--- src/rtl/tdma_beacon_slot_scheduler_core_macros.svh ---
// Assertion macros shared by the slot scheduler modules.
// Needs a clock named aclk and an active-low reset named aresetn in scope.
`ifndef TDMA_BEACON_SLOT_SCHEDULER_CORE_MACROS_SVH
`define TDMA_BEACON_SLOT_SCHEDULER_CORE_MACROS_SVH

// implication checked on the same edge
`define TBSS_ASSERT_NOW(lbl, ante, cons) \
    lbl: assert property (@(posedge aclk) disable iff (!aresetn) (ante) |-> (cons)) \
        else $error("tbss check failed");

// implication checked on the following edge
`define TBSS_ASSERT_NEXT(lbl, ante, cons) \
    lbl: assert property (@(posedge aclk) disable iff (!aresetn) (ante) |=> (cons)) \
        else $error("tbss check failed");

`endif

--- src/rtl/tbss_pkg.sv ---
// Types and constants of the slot scheduler.
// No dependencies; used by every module of the block.
package tbss_pkg;

    localparam int unsigned DIV_STAGES  = 48;
    localparam int unsigned HI_STAGES   = 32;
    localparam int unsigned FIFO_DEPTH  = 4;
    localparam logic [7:0]  NO_NODE     = 8'hFF;

    typedef enum logic [1:0] {
        REG_NODE_COUNT = 2'd0,
        REG_LOCAL_NODE = 2'd1,
        REG_MINISLOTS  = 2'd2
    } reg_idx_t;

    typedef struct packed {
        logic [7:0] n;
        logic [7:0] l;
        logic [7:0] mm;
    } cfg_t;

    typedef struct packed {
        logic [31:0] k;
        logic [7:0]  m;
        logic [7:0]  r;
        logic [7:0]  o;
        logic [7:0]  rank;
    } qry_t;

    typedef struct packed {
        logic n_zero;
        logic turn_bad;
        logic mini_bad;
        logic ord_bad;
    } flags_t;

    typedef struct packed {
        qry_t   q;
        flags_t f;
    } entry_t;

    typedef struct packed {
        logic [7:0]  tx;
        logic [7:0]  turns;
        logic [7:0]  mini;
        logic [31:0] idx;
        logic [7:0]  delta;
        logic [7:0]  order;
    } res_t;

endpackage

--- src/rtl/tbss_front.sv ---
// Front part: accept query words and classify them against the configuration.
// Depends on tbss_pkg.
module tbss_front (
    input  logic             aclk,
    input  logic             aresetn,
    input  tbss_pkg::cfg_t   cfg,
    input  logic             in_valid,
    output logic             in_ready,
    input  tbss_pkg::qry_t   in_q,
    output logic             push,
    input  logic             full,
    output tbss_pkg::entry_t ent
);
    import tbss_pkg::*;

    entry_t ent_reg, ent_next;
    logic   v_reg;

    assign push     = v_reg && !full;
    assign in_ready = !v_reg || !full;
    assign ent      = ent_reg;

    always_comb begin
        ent_next            = ent_reg;
        ent_next.q          = in_q;
        ent_next.f.n_zero   = (cfg.n == 8'd0);
        ent_next.f.turn_bad = (cfg.n == 8'd0) || (cfg.l >= cfg.n);
        ent_next.f.mini_bad = (cfg.mm == 8'd0) || (in_q.m >= cfg.mm);
        ent_next.f.ord_bad  = (cfg.n < 8'd2) || (in_q.r >= cfg.n)
                              || ({1'b0, in_q.rank} >= ({1'b0, cfg.n} - 9'd1));
    end

    always_ff @(posedge aclk) begin
        if (in_valid && in_ready)
            ent_reg <= ent_next;
        if (!aresetn)
            v_reg <= 1'b0;
        else if (in_ready)
            v_reg <= in_valid;
    end
endmodule

--- config.mk ---
export PLATFORM = sky130hd
export DESIGN_NAME = tbss_front
export DESIGN_NICKNAME = d
export VERILOG_FILES = /design/src/rtl/tdma_beacon_slot_scheduler_core_macros.svh /design/src/rtl/tbss_pkg.sv /design/src/rtl/tbss_front.sv
export SDC_FILE = /design/constraint.sdc
export NUM_CORES = 1
export LEC_CHECK = 0
export BUFFER_PORTS_ARGS = -buffer_cell sky130_fd_sc_hd__buf_2
export CORE_MARGIN = 5
export CORE_UTILIZATION = 35
export CTS_CLUSTER_SIZE = 10
export DETAILED_ROUTE_END_ITERATION = 10
export PLACE_DENSITY_LB_ADDON = 0.08
export SLEW_MARGIN = 40
export SYNTH_ARGS = -nofsm -noshare
export SYNTH_HDL_FRONTEND = slang
export SYNTH_SLANG_ARGS = --single-unit
--- constraint.sdc ---
create_clock -name aclk -period 5.2 [get_ports aclk]
set_clock_uncertainty 0.15 [all_clocks]
set_input_delay 0.52 -clock aclk [delete_from_list [all_inputs] [get_ports aclk]]
set_output_delay 0.52 -clock aclk [all_outputs]
set_load 0.05 [all_outputs]
==> metrics.txt <==
# diodes=0; Critical path origin=cfg[17]; leakage power=~1.9 nW; postcts setup bufs=0; Cells after Synth=182; Die W=around 100 µm; max_slew headroom=around 71%; vias per std cell=between 4 and 5; CTS tree=done; synth warn=0; vias in the first global route=between 2000 and 2500; layout cells sized above 1=approximately 50%; Cell Area, Synth=between 2000 and 3000 µm²; via count=between 2000 and 2500; reg2reg start=v_reg; CTS root buffer=clkbuf_8; max reg flops=68; post-CTS sizing=0; Crit path required time=slightly above 5000 ps; antenna-violating nets left=0; dpl hpwl=5810 µm; die area=10400 µm²; grt ovf=0; number of DRC markers in iteration 0=31; largest area contributor in the netlist=edfxtp_1; worst-case clock buffer depth=2; Avg WL per Cell=about 15 µm; hold_sp=in_q[35]; number of synthesized flops with an enable pin=around 70; Mapped Avg Cell Area=around 16 µm²; Worst-Margin Slew=426 ps; Final Cycle Share=between 50 and 60%; Reg area=slightly above 2000 µm²; Core Region=approximately 8000 µm²; initial antenna violation count=0; fill cell count=~790; Synth Flop Type=edfxtp_1; asr flop ratio synth=0%; fmax=around 0.38 GHz; Reg clk slew, reported paths=approximately 80 ps; data arrival time of the worst path=~2500 ps; CP Class=in -> reg; Slew Viols, Final=0; crit path time final=2610 ps; Cell Pwr Density=339 nW/µm²; Max-cap violations=0; CP max FO=3; die height=slightly above 100 µm; Synth Net Count=307; area of the multi-input gates=833 µm²; routed wire length=around 7200 µm; Synth cell types=27; reg2reg setup slack=roughly 3600 ps; sequential share of the synthesized area=69.6%; total clock sinks=just under 70; Post-synth top cells=68 x edfxtp_1, 33 x ha_1, 19 x inv_1; Layout area overhead=39.8%; CP startpoint kind=primary input; Hold Vio Cnt, Final=0; cell with the most instances after synthesis=edfxtp_1; Global Route Usage Sum=13.7%; setup TNS=0 ps; row cnt=33; Initial Utilization=36.1%; top-area cell type share of the netlist area=approximately 70%; Max H-tree Level=3; Num CTS Buffers=9; Design Area, Final=about 4100 µm²; endpoints failing setup=0; status=finished clean; Port-buffer cells=around 160; CTS Hold Bufs=0; synth top area cells=edfxtp_1 69%, ha_1 14%, inv_1 2.4%, a21o_1 1.8%, xnor2_1 1.8%; Reg2Reg Capture Point=ent[26]; Hold Path Class=in -> reg; # DRC=0; peak supply drop=0.153 mV; later-pin clock latency in the skew report=340 ps; largest net degree at the start of global routing=43; fin nets=480; hold depth=1; RePlAce Congestion=0.869; number of cells on the worst reg-to-reg path=3; count of state elements after synthesis=between 60 and 70; DP Area=a little under 4000 µm²; Detailed Routing Iterations Pass 1=4; capturing element type of the critical path=register; first-pass GRT wire length=10600 µm; critical path endpoint=ent[0]; unrepaired setup endpoints after global routing=false; io pins=about 160
-- routing by layer --
layer | global-route usage, % | routed length [µm]
met4 | 4.94 | 124
met2 | 24.3 | 3640
met5 | 0 | 0
met1 | 15.0 | 2650
met3 | 5.12 | 784
-- layout make-up --
type / count / area share (%)
clock buffer: 9 / 2.99
clock inverter: 7 / 2.35
inverter: 19 / 1.72
multi-input combinational: 94 / 20.1
sequential: 69 / 49.7
tap: 105 / 3.17
timing repair buffer: 162 / 19.9
-- worst min path at each step --
| stage | end | slack, ps |
|---|---|---|
| after floorplan | v_reg | 340 |
| after global placement | v_reg | 360 |
| after detailed placement | v_reg | 380 |
| after CTS | ent[43] | 180 |
| after global routing | ent[51] | 170 |
| final | ent[39] | 200 |
-- critical path: stages --
cell and delay, ps:
buf_2 120, inv_1 100, ha_1 180, or3b_1 400
nor3_1 190, xnor2_1 140, ha_1 250, a21o_1 160
a211oi_1 250, o21a_1 160, o31ai_1 70
-- stage by stage --
step	hold slack, ps	cells	util (%)	setup slack [ps]	power, W
6_report	204	465	50.4	2590	0.00141
5_1_grt	169	465	50.4	2450	0.00147
4_1_cts	181	465	50.4	2610	0.00143
3_5_place_dp	378	449	47.8	2230	0.000939
3_3_place_gp	356	448	47.5	2290	0.000935
2_1_floorplan	337	182	-	2060	0.000848
-- power breakdown --
part	total (W)	internal [W]	leakage, nW	switching, W
Clock	0.000484	0.000272	0.107	0.000212
Combinational	0.000265	0.0000786	1.14	0.000186
Sequential	0.000657	0.000650	0.667	0.00000663
Total	0.00141	0.00100	1.91	0.000405
-- cells in the final DEF (no fill, tap or decap), types with 6 or more instances in the layout --
| master | Yosys | final |
|---|---|---|
| buf_2 | 0 | 161 |
| edfxtp_1 | 68 | 68 |
| ha_1 | 33 | 33 |
| inv_1 | 19 | 19 |
| clkbuf_8 | 0 | 9 |
| a21o_1 | 7 | 7 |
| xnor2_1 | 6 | 6 |
| o21ai_0 | 6 | 6 |
-- cells by family (layout without fill, tap and decap cells) --
group / Yosys count / count (layout) / share of synthesized area, %
flops: 69 / 69 / 69.6
fa+ha+maj: 33 / 33 / 13.9
compound gates: 31 / 31 / 7.47
simple gates: 24 / 24 / 4.85
buf+inv: 19 / 197 / 2.41
xor+xnor: 6 / 6 / 1.77
Note: power is estimated with default switching activity, not from simulation.
