## src/rtl/tdma_beacon_slot_scheduler_core_macros.svh

```systemverilog
// Assertion macros shared by the slot scheduler modules.
// Needs a clock named aclk and an active-low reset named aresetn in scope.
`ifndef TDMA_BEACON_SLOT_SCHEDULER_CORE_MACROS_SVH
`define TDMA_BEACON_SLOT_SCHEDULER_CORE_MACROS_SVH

// implication checked on the same edge
`define TBSS_ASSERT_NOW(lbl, ante, cons) \
    lbl: assert property (@(posedge aclk) disable iff (!aresetn) (ante) |-> (cons)) \
        else $error("tbss check failed");

// implication checked on the following edge
`define TBSS_ASSERT_NEXT(lbl, ante, cons) \
    lbl: assert property (@(posedge aclk) disable iff (!aresetn) (ante) |=> (cons)) \
        else $error("tbss check failed");

`endif

```

## src/rtl/tbss_pkg.sv

```systemverilog
// Types and constants of the slot scheduler.
// No dependencies; used by every module of the block.
package tbss_pkg;

    localparam int unsigned DIV_STAGES  = 48;
    localparam int unsigned HI_STAGES   = 32;
    localparam int unsigned FIFO_DEPTH  = 4;
    localparam logic [7:0]  NO_NODE     = 8'hFF;

    typedef enum logic [1:0] {
        REG_NODE_COUNT = 2'd0,
        REG_LOCAL_NODE = 2'd1,
        REG_MINISLOTS  = 2'd2
    } reg_idx_t;

    typedef struct packed {
        logic [7:0] n;
        logic [7:0] l;
        logic [7:0] mm;
    } cfg_t;

    typedef struct packed {
        logic [31:0] k;
        logic [7:0]  m;
        logic [7:0]  r;
        logic [7:0]  o;
        logic [7:0]  rank;
    } qry_t;

    typedef struct packed {
        logic n_zero;
        logic turn_bad;
        logic mini_bad;
        logic ord_bad;
    } flags_t;

    typedef struct packed {
        qry_t   q;
        flags_t f;
    } entry_t;

    typedef struct packed {
        logic [7:0]  tx;
        logic [7:0]  turns;
        logic [7:0]  mini;
        logic [31:0] idx;
        logic [7:0]  delta;
        logic [7:0]  order;
    } res_t;

endpackage

```

## src/rtl/tbss_fifo.sv

```systemverilog
// Short queue between front and back parts.
// Depends on tbss_pkg and the macros header.
module tbss_fifo (
    input  logic            aclk,
    input  logic            aresetn,
    input  logic            push,
    input  tbss_pkg::entry_t din,
    output logic            full,
    input  logic            pop,
    output logic            empty,
    output tbss_pkg::entry_t dout
);
    import tbss_pkg::*;
    `include "tdma_beacon_slot_scheduler_core_macros.svh"

    localparam int unsigned AW = $clog2(FIFO_DEPTH);

    entry_t         mem_reg [FIFO_DEPTH];
    logic [AW-1:0]  wr_reg, rd_reg;
    logic [AW:0]    cnt_reg, cnt_next;

    assign full  = (cnt_reg == (AW+1)'(FIFO_DEPTH));
    assign empty = (cnt_reg == '0);
    assign dout  = mem_reg[rd_reg];

    always_comb begin
        cnt_next = cnt_reg;
        if (push && !pop)
            cnt_next = cnt_reg + 1'b1;
        else if (pop && !push)
            cnt_next = cnt_reg - 1'b1;
    end

    always_ff @(posedge aclk) begin
        if (push)
            mem_reg[wr_reg] <= din;
        if (!aresetn) begin
            wr_reg  <= '0;
            rd_reg  <= '0;
            cnt_reg <= '0;
        end else begin
            if (push)
                wr_reg <= wr_reg + 1'b1;
            if (pop)
                rd_reg <= rd_reg + 1'b1;
            cnt_reg <= cnt_next;
        end
    end

    `TBSS_ASSERT_NOW(a_no_overflow, push, !full)
    `TBSS_ASSERT_NOW(a_no_underflow, pop, !empty)
    `TBSS_ASSERT_NEXT(a_cnt_step, push && !pop, cnt_reg == $past(cnt_reg) + 1'b1)
endmodule

```

## config.mk

```make
export PLATFORM = sky130hd
export DESIGN_NAME = tbss_fifo
export DESIGN_NICKNAME = d
export VERILOG_FILES = /design/src/rtl/tbss_pkg.sv /design/src/rtl/tbss_fifo.sv
export VERILOG_INCLUDE_DIRS = /design/src /design/src/rtl
export SDC_FILE = /design/constraint.sdc
export NUM_CORES = 1
export LEC_CHECK = 0
export BUFFER_PORTS_ARGS = -buffer_cell sky130_fd_sc_hd__buf_2
export CAP_MARGIN = 20
export CORE_MARGIN = 3
export CORE_UTILIZATION = 40
export CTS_BUF_LIST = sky130_fd_sc_hd__clkbuf_16
export DETAILED_ROUTE_END_ITERATION = 8
export GPL_TIMING_DRIVEN = 0
export PLACE_DENSITY = 0.56
export SETUP_SLACK_MARGIN = 0.02
export SYNTH_ARGS = -nofsm -noshare
export SYNTH_HDL_FRONTEND = slang
export SYNTH_SLANG_ARGS = --single-unit
export TNS_END_PERCENT = 1
```

## constraint.sdc

```tcl
create_clock -name aclk -period 2.9 [get_ports aclk]
set_input_delay 0.145 -clock aclk [delete_from_list [all_inputs] [get_ports aclk]]
set_output_delay 0.145 -clock aclk [all_outputs]
set_load 0.005 [all_outputs]
```

==> results.json <==
{
  "cellLeakagePower_nw": 4.54,
  "cpMostUsedCell": "buf_2",
  "dp.cells": 874,
  "hold-path-endpoint": "mem_reg[1][11]",
  "tns_ns": 0,
  "layoutNonFillerInstCount": 1001,
  "cpMaxStageDelayCell": "mux4_2",
  "yosysWarnings": 0,
  "synth.distinct_cells": 22,
  "ff2ff_path_depth": 4,
  "drc": 0,
  "total_power_mw": 9.28,
  "nNetsFinal": 725,
  "max-slew-margin-rel_pct": 53.1,
  "status": "complete, no violations",
  "cts_max_path_buffers": 3,
  "grt_overflow": 0,
  "drt_iter0_drc": 317,
  "core_um2": 25300,
  "hp-class": "in -> reg",
  "end_kind": "primary output",
  "numCtsBuffers": 30,
  "critPathArrivalTime_ns": 2.17,
  "intPower_mw": 7.34,
  "path_delay_family": "buffers and inverters",
  "drv_slew": 0,
  "max_freq_mhz": 432,
  "stdcell_area_um2": 13200,
  "syn-num-nets": 477,
  "synth-edff-count": 272,
  "ir_worst_vdd_v": 0.000479,
  "critPathBufInv": 4,
  "power_density_nw_per_um2": 704,
  "via_count": 4897,
  "syn_inst": 399,
  "wl_met3_um": 1260,
  "min_path_cells": 2,
  "required_ns": 2.76,
  "finalCriticalPeriod_ns": 2.31,
  "clk_pin_slew_ns": 0.06,
  "start_util_pct": 40.7,
  "wl_um": 19000,
  "synth-async-reset-ratio_pct": 0,
  "p_switching_mw": 1.94,
  "mappedNetlistArea_um2": 10300,
  "grt_pass1_vias": 5401,
  "largest_register_ffs": 272,
  "fin_crit_sh_pct": 79.8,
  "avgSynthCellArea_um2": 25.8,
  "routabilityCongestion": 0.704,
  "clkPwrFrac_pct": 39.5,
  "cts_sinks": 281,
  "dr.pass1.iters": 4,
  "h-tree-depth": 1,
  "area_growth_pct": 28.1,
  "switching_share_pct": 20.9,
  "clk_latency_ns": 0.54,
  "ys_ff_latch": 281,
  "die_w_um": 166,
  "finalHoldViolations": 0,
  "start_kind": "register",
  "grt_max_degree": 36,
  "rr_endpoint": "mem_reg[2][4]",
  "layout-drive-gt1-share_pct": 40.7,
  "maxUsedRoutingLayer": "met4",
  "max_stage_delay_ns": 0.35,
  "r2r_setup_slack_ns": 1.12,
  "num_antenna_cells": 0,
  "reg2reg_from": "wr_reg[0]",
  "wl_per_cell_um": 19.0,
  "grt_pass1_wl_um": 29800,
  "layout_common_cells": "272 x edfxtp_1, 145 x buf_2, 71 x dlygate4sd3_1, 68 x mux4_2, 31 x clkbuf_16",
  "cts_resized": 0,
  "cts_root_buf": "clkbuf_16",
  "worst_pin_slew_ns": 0.704,
  "p_seq_share_pct": 50.8,
  "ys.flop_type": "edfxtp_1",
  "wl_met2_um": 9400,
  "finClkSkew_ns": 0.00705,
  "ant_nets": 0,
  "post_dp_cell_area_um2": 11500,
  "io_pins": 142,
  "critPathKind": "reg -> out",
  "tritoncts": "done",
  "setup_violations": 0,
  "grt_use_total_pct": 13.6,
  "vias_per_cell": 4.89,
  "hp-start": "din[11]",
  "p_comb_share_pct": 9.8,
  "dieArea_um2": 27700,
  "antenna_found_initial": 0,
  "synth_seq_area_share_pct": 81.2,
  "final_util_pct": 52.2,
  "portBuffers": 141,
  "maxCapViolCount": 0,
  "die_h_um": 166,
  "path_max_fanout": 10,
  "wl_met1_um": 7890,
  "dp_hpwl_um": 11400,
  "rows": 58,
  "path_cells": "buf_2, buf_2, buf_2, mux4_2, buf_2",
  "layout_commonest_cell": "edfxtp_1",
  "grt_setup_unrepaired": "no"
}
[cell type report]
cell class,instances,area (um^2)
Inverter,4,15.0
Tap cell,330,413
Clock inverter,25,194
Clock buffer,31,776
Sequential cell,281,8350
Fill cell,2035,12100
Multi-Input combinational cell,98,1790
Buffer,16,136
Timing Repair Buffer,216,1500
[timing repair]
action,in CTS,in global routing
endpoints found under the hold margin,281,0
hold buffers,71,0
setup buffers,0,0
[cells in the mapped netlist (all sizes together), types with 2 or more instances]
master | instances | area (um^2)
dfxtp | 9 | 180
xnor2 | 2 | 17.5
ha | 5 | 62.6
mux2i | 2 | 20.0
clkbuf | 4 | 15.0
mux4 | 68 | 1530
xor2 | 3 | 26.3
edfxtp | 272 | 8170
buf | 12 | 121
and2 | 9 | 56.3
nor2b | 2 | 12.5
inv | 4 | 15.0
[kinds of logic after synthesis]
kind of cell / after synthesis / synth area share (%)
compound gates: 2 / 0.122
xor+xnor: 5 / 0.426
fa+ha+maj: 6 / 0.803
buf+inv: 20 / 1.47
flops: 281 / 81.2
mux: 70 / 15.1
simple gates: 15 / 0.888
[power by group through the flow]
stage	Clock (mW)	Sequential, mW	Combinational [mW]
final	3.66	4.71	0.905
after CTS	3.78	4.71	0.937
after global placement	0	4.81	0.821
after detailed placement	0	4.80	0.855
after floorplan	0	4.79	0.472
after global routing	3.96	4.72	0.994
[how the worst max path moves through the flow]
| stage | from | slack [ns] | cells after the start | end |
|---|---|---|---|---|
| after detailed placement | wr_reg[0] | 1.06 | 4 | mem_reg[2][18] |
| after CTS | register | 0.50 | 5 | dout[43] |
| final | register | 0.59 | 5 | dout[50] |
| after global placement | wr_reg[0] | -1.09 | 3 | mem_reg[0][34] |
| after floorplan | wr_reg[0] | 0.33 | 3 | mem_reg[0][0] |
| after global routing | register | 0.45 | 5 | dout[50] |
[metrics by stage]
stage | hold slack [ns] | setup slack [ns]
2_1_floorplan | 0.244 | 0.331
3_3_place_gp | 0.353 | -1.09
3_5_place_dp | 0.362 | 1.06
4_1_cts | 0.327 | 0.500
5_1_grt | 0.342 | 0.454
6_report | 0.354 | 0.587
[metal layers]
metal / vias up / global-route usage, %
met5: - / 0
met4: 0 / 3.16
met3: 28 / 3.67
met2: 142 / 23.5
met1: 2533 / 17.5
li1: 2194 / -
Power figures use the tool's default switching activity.
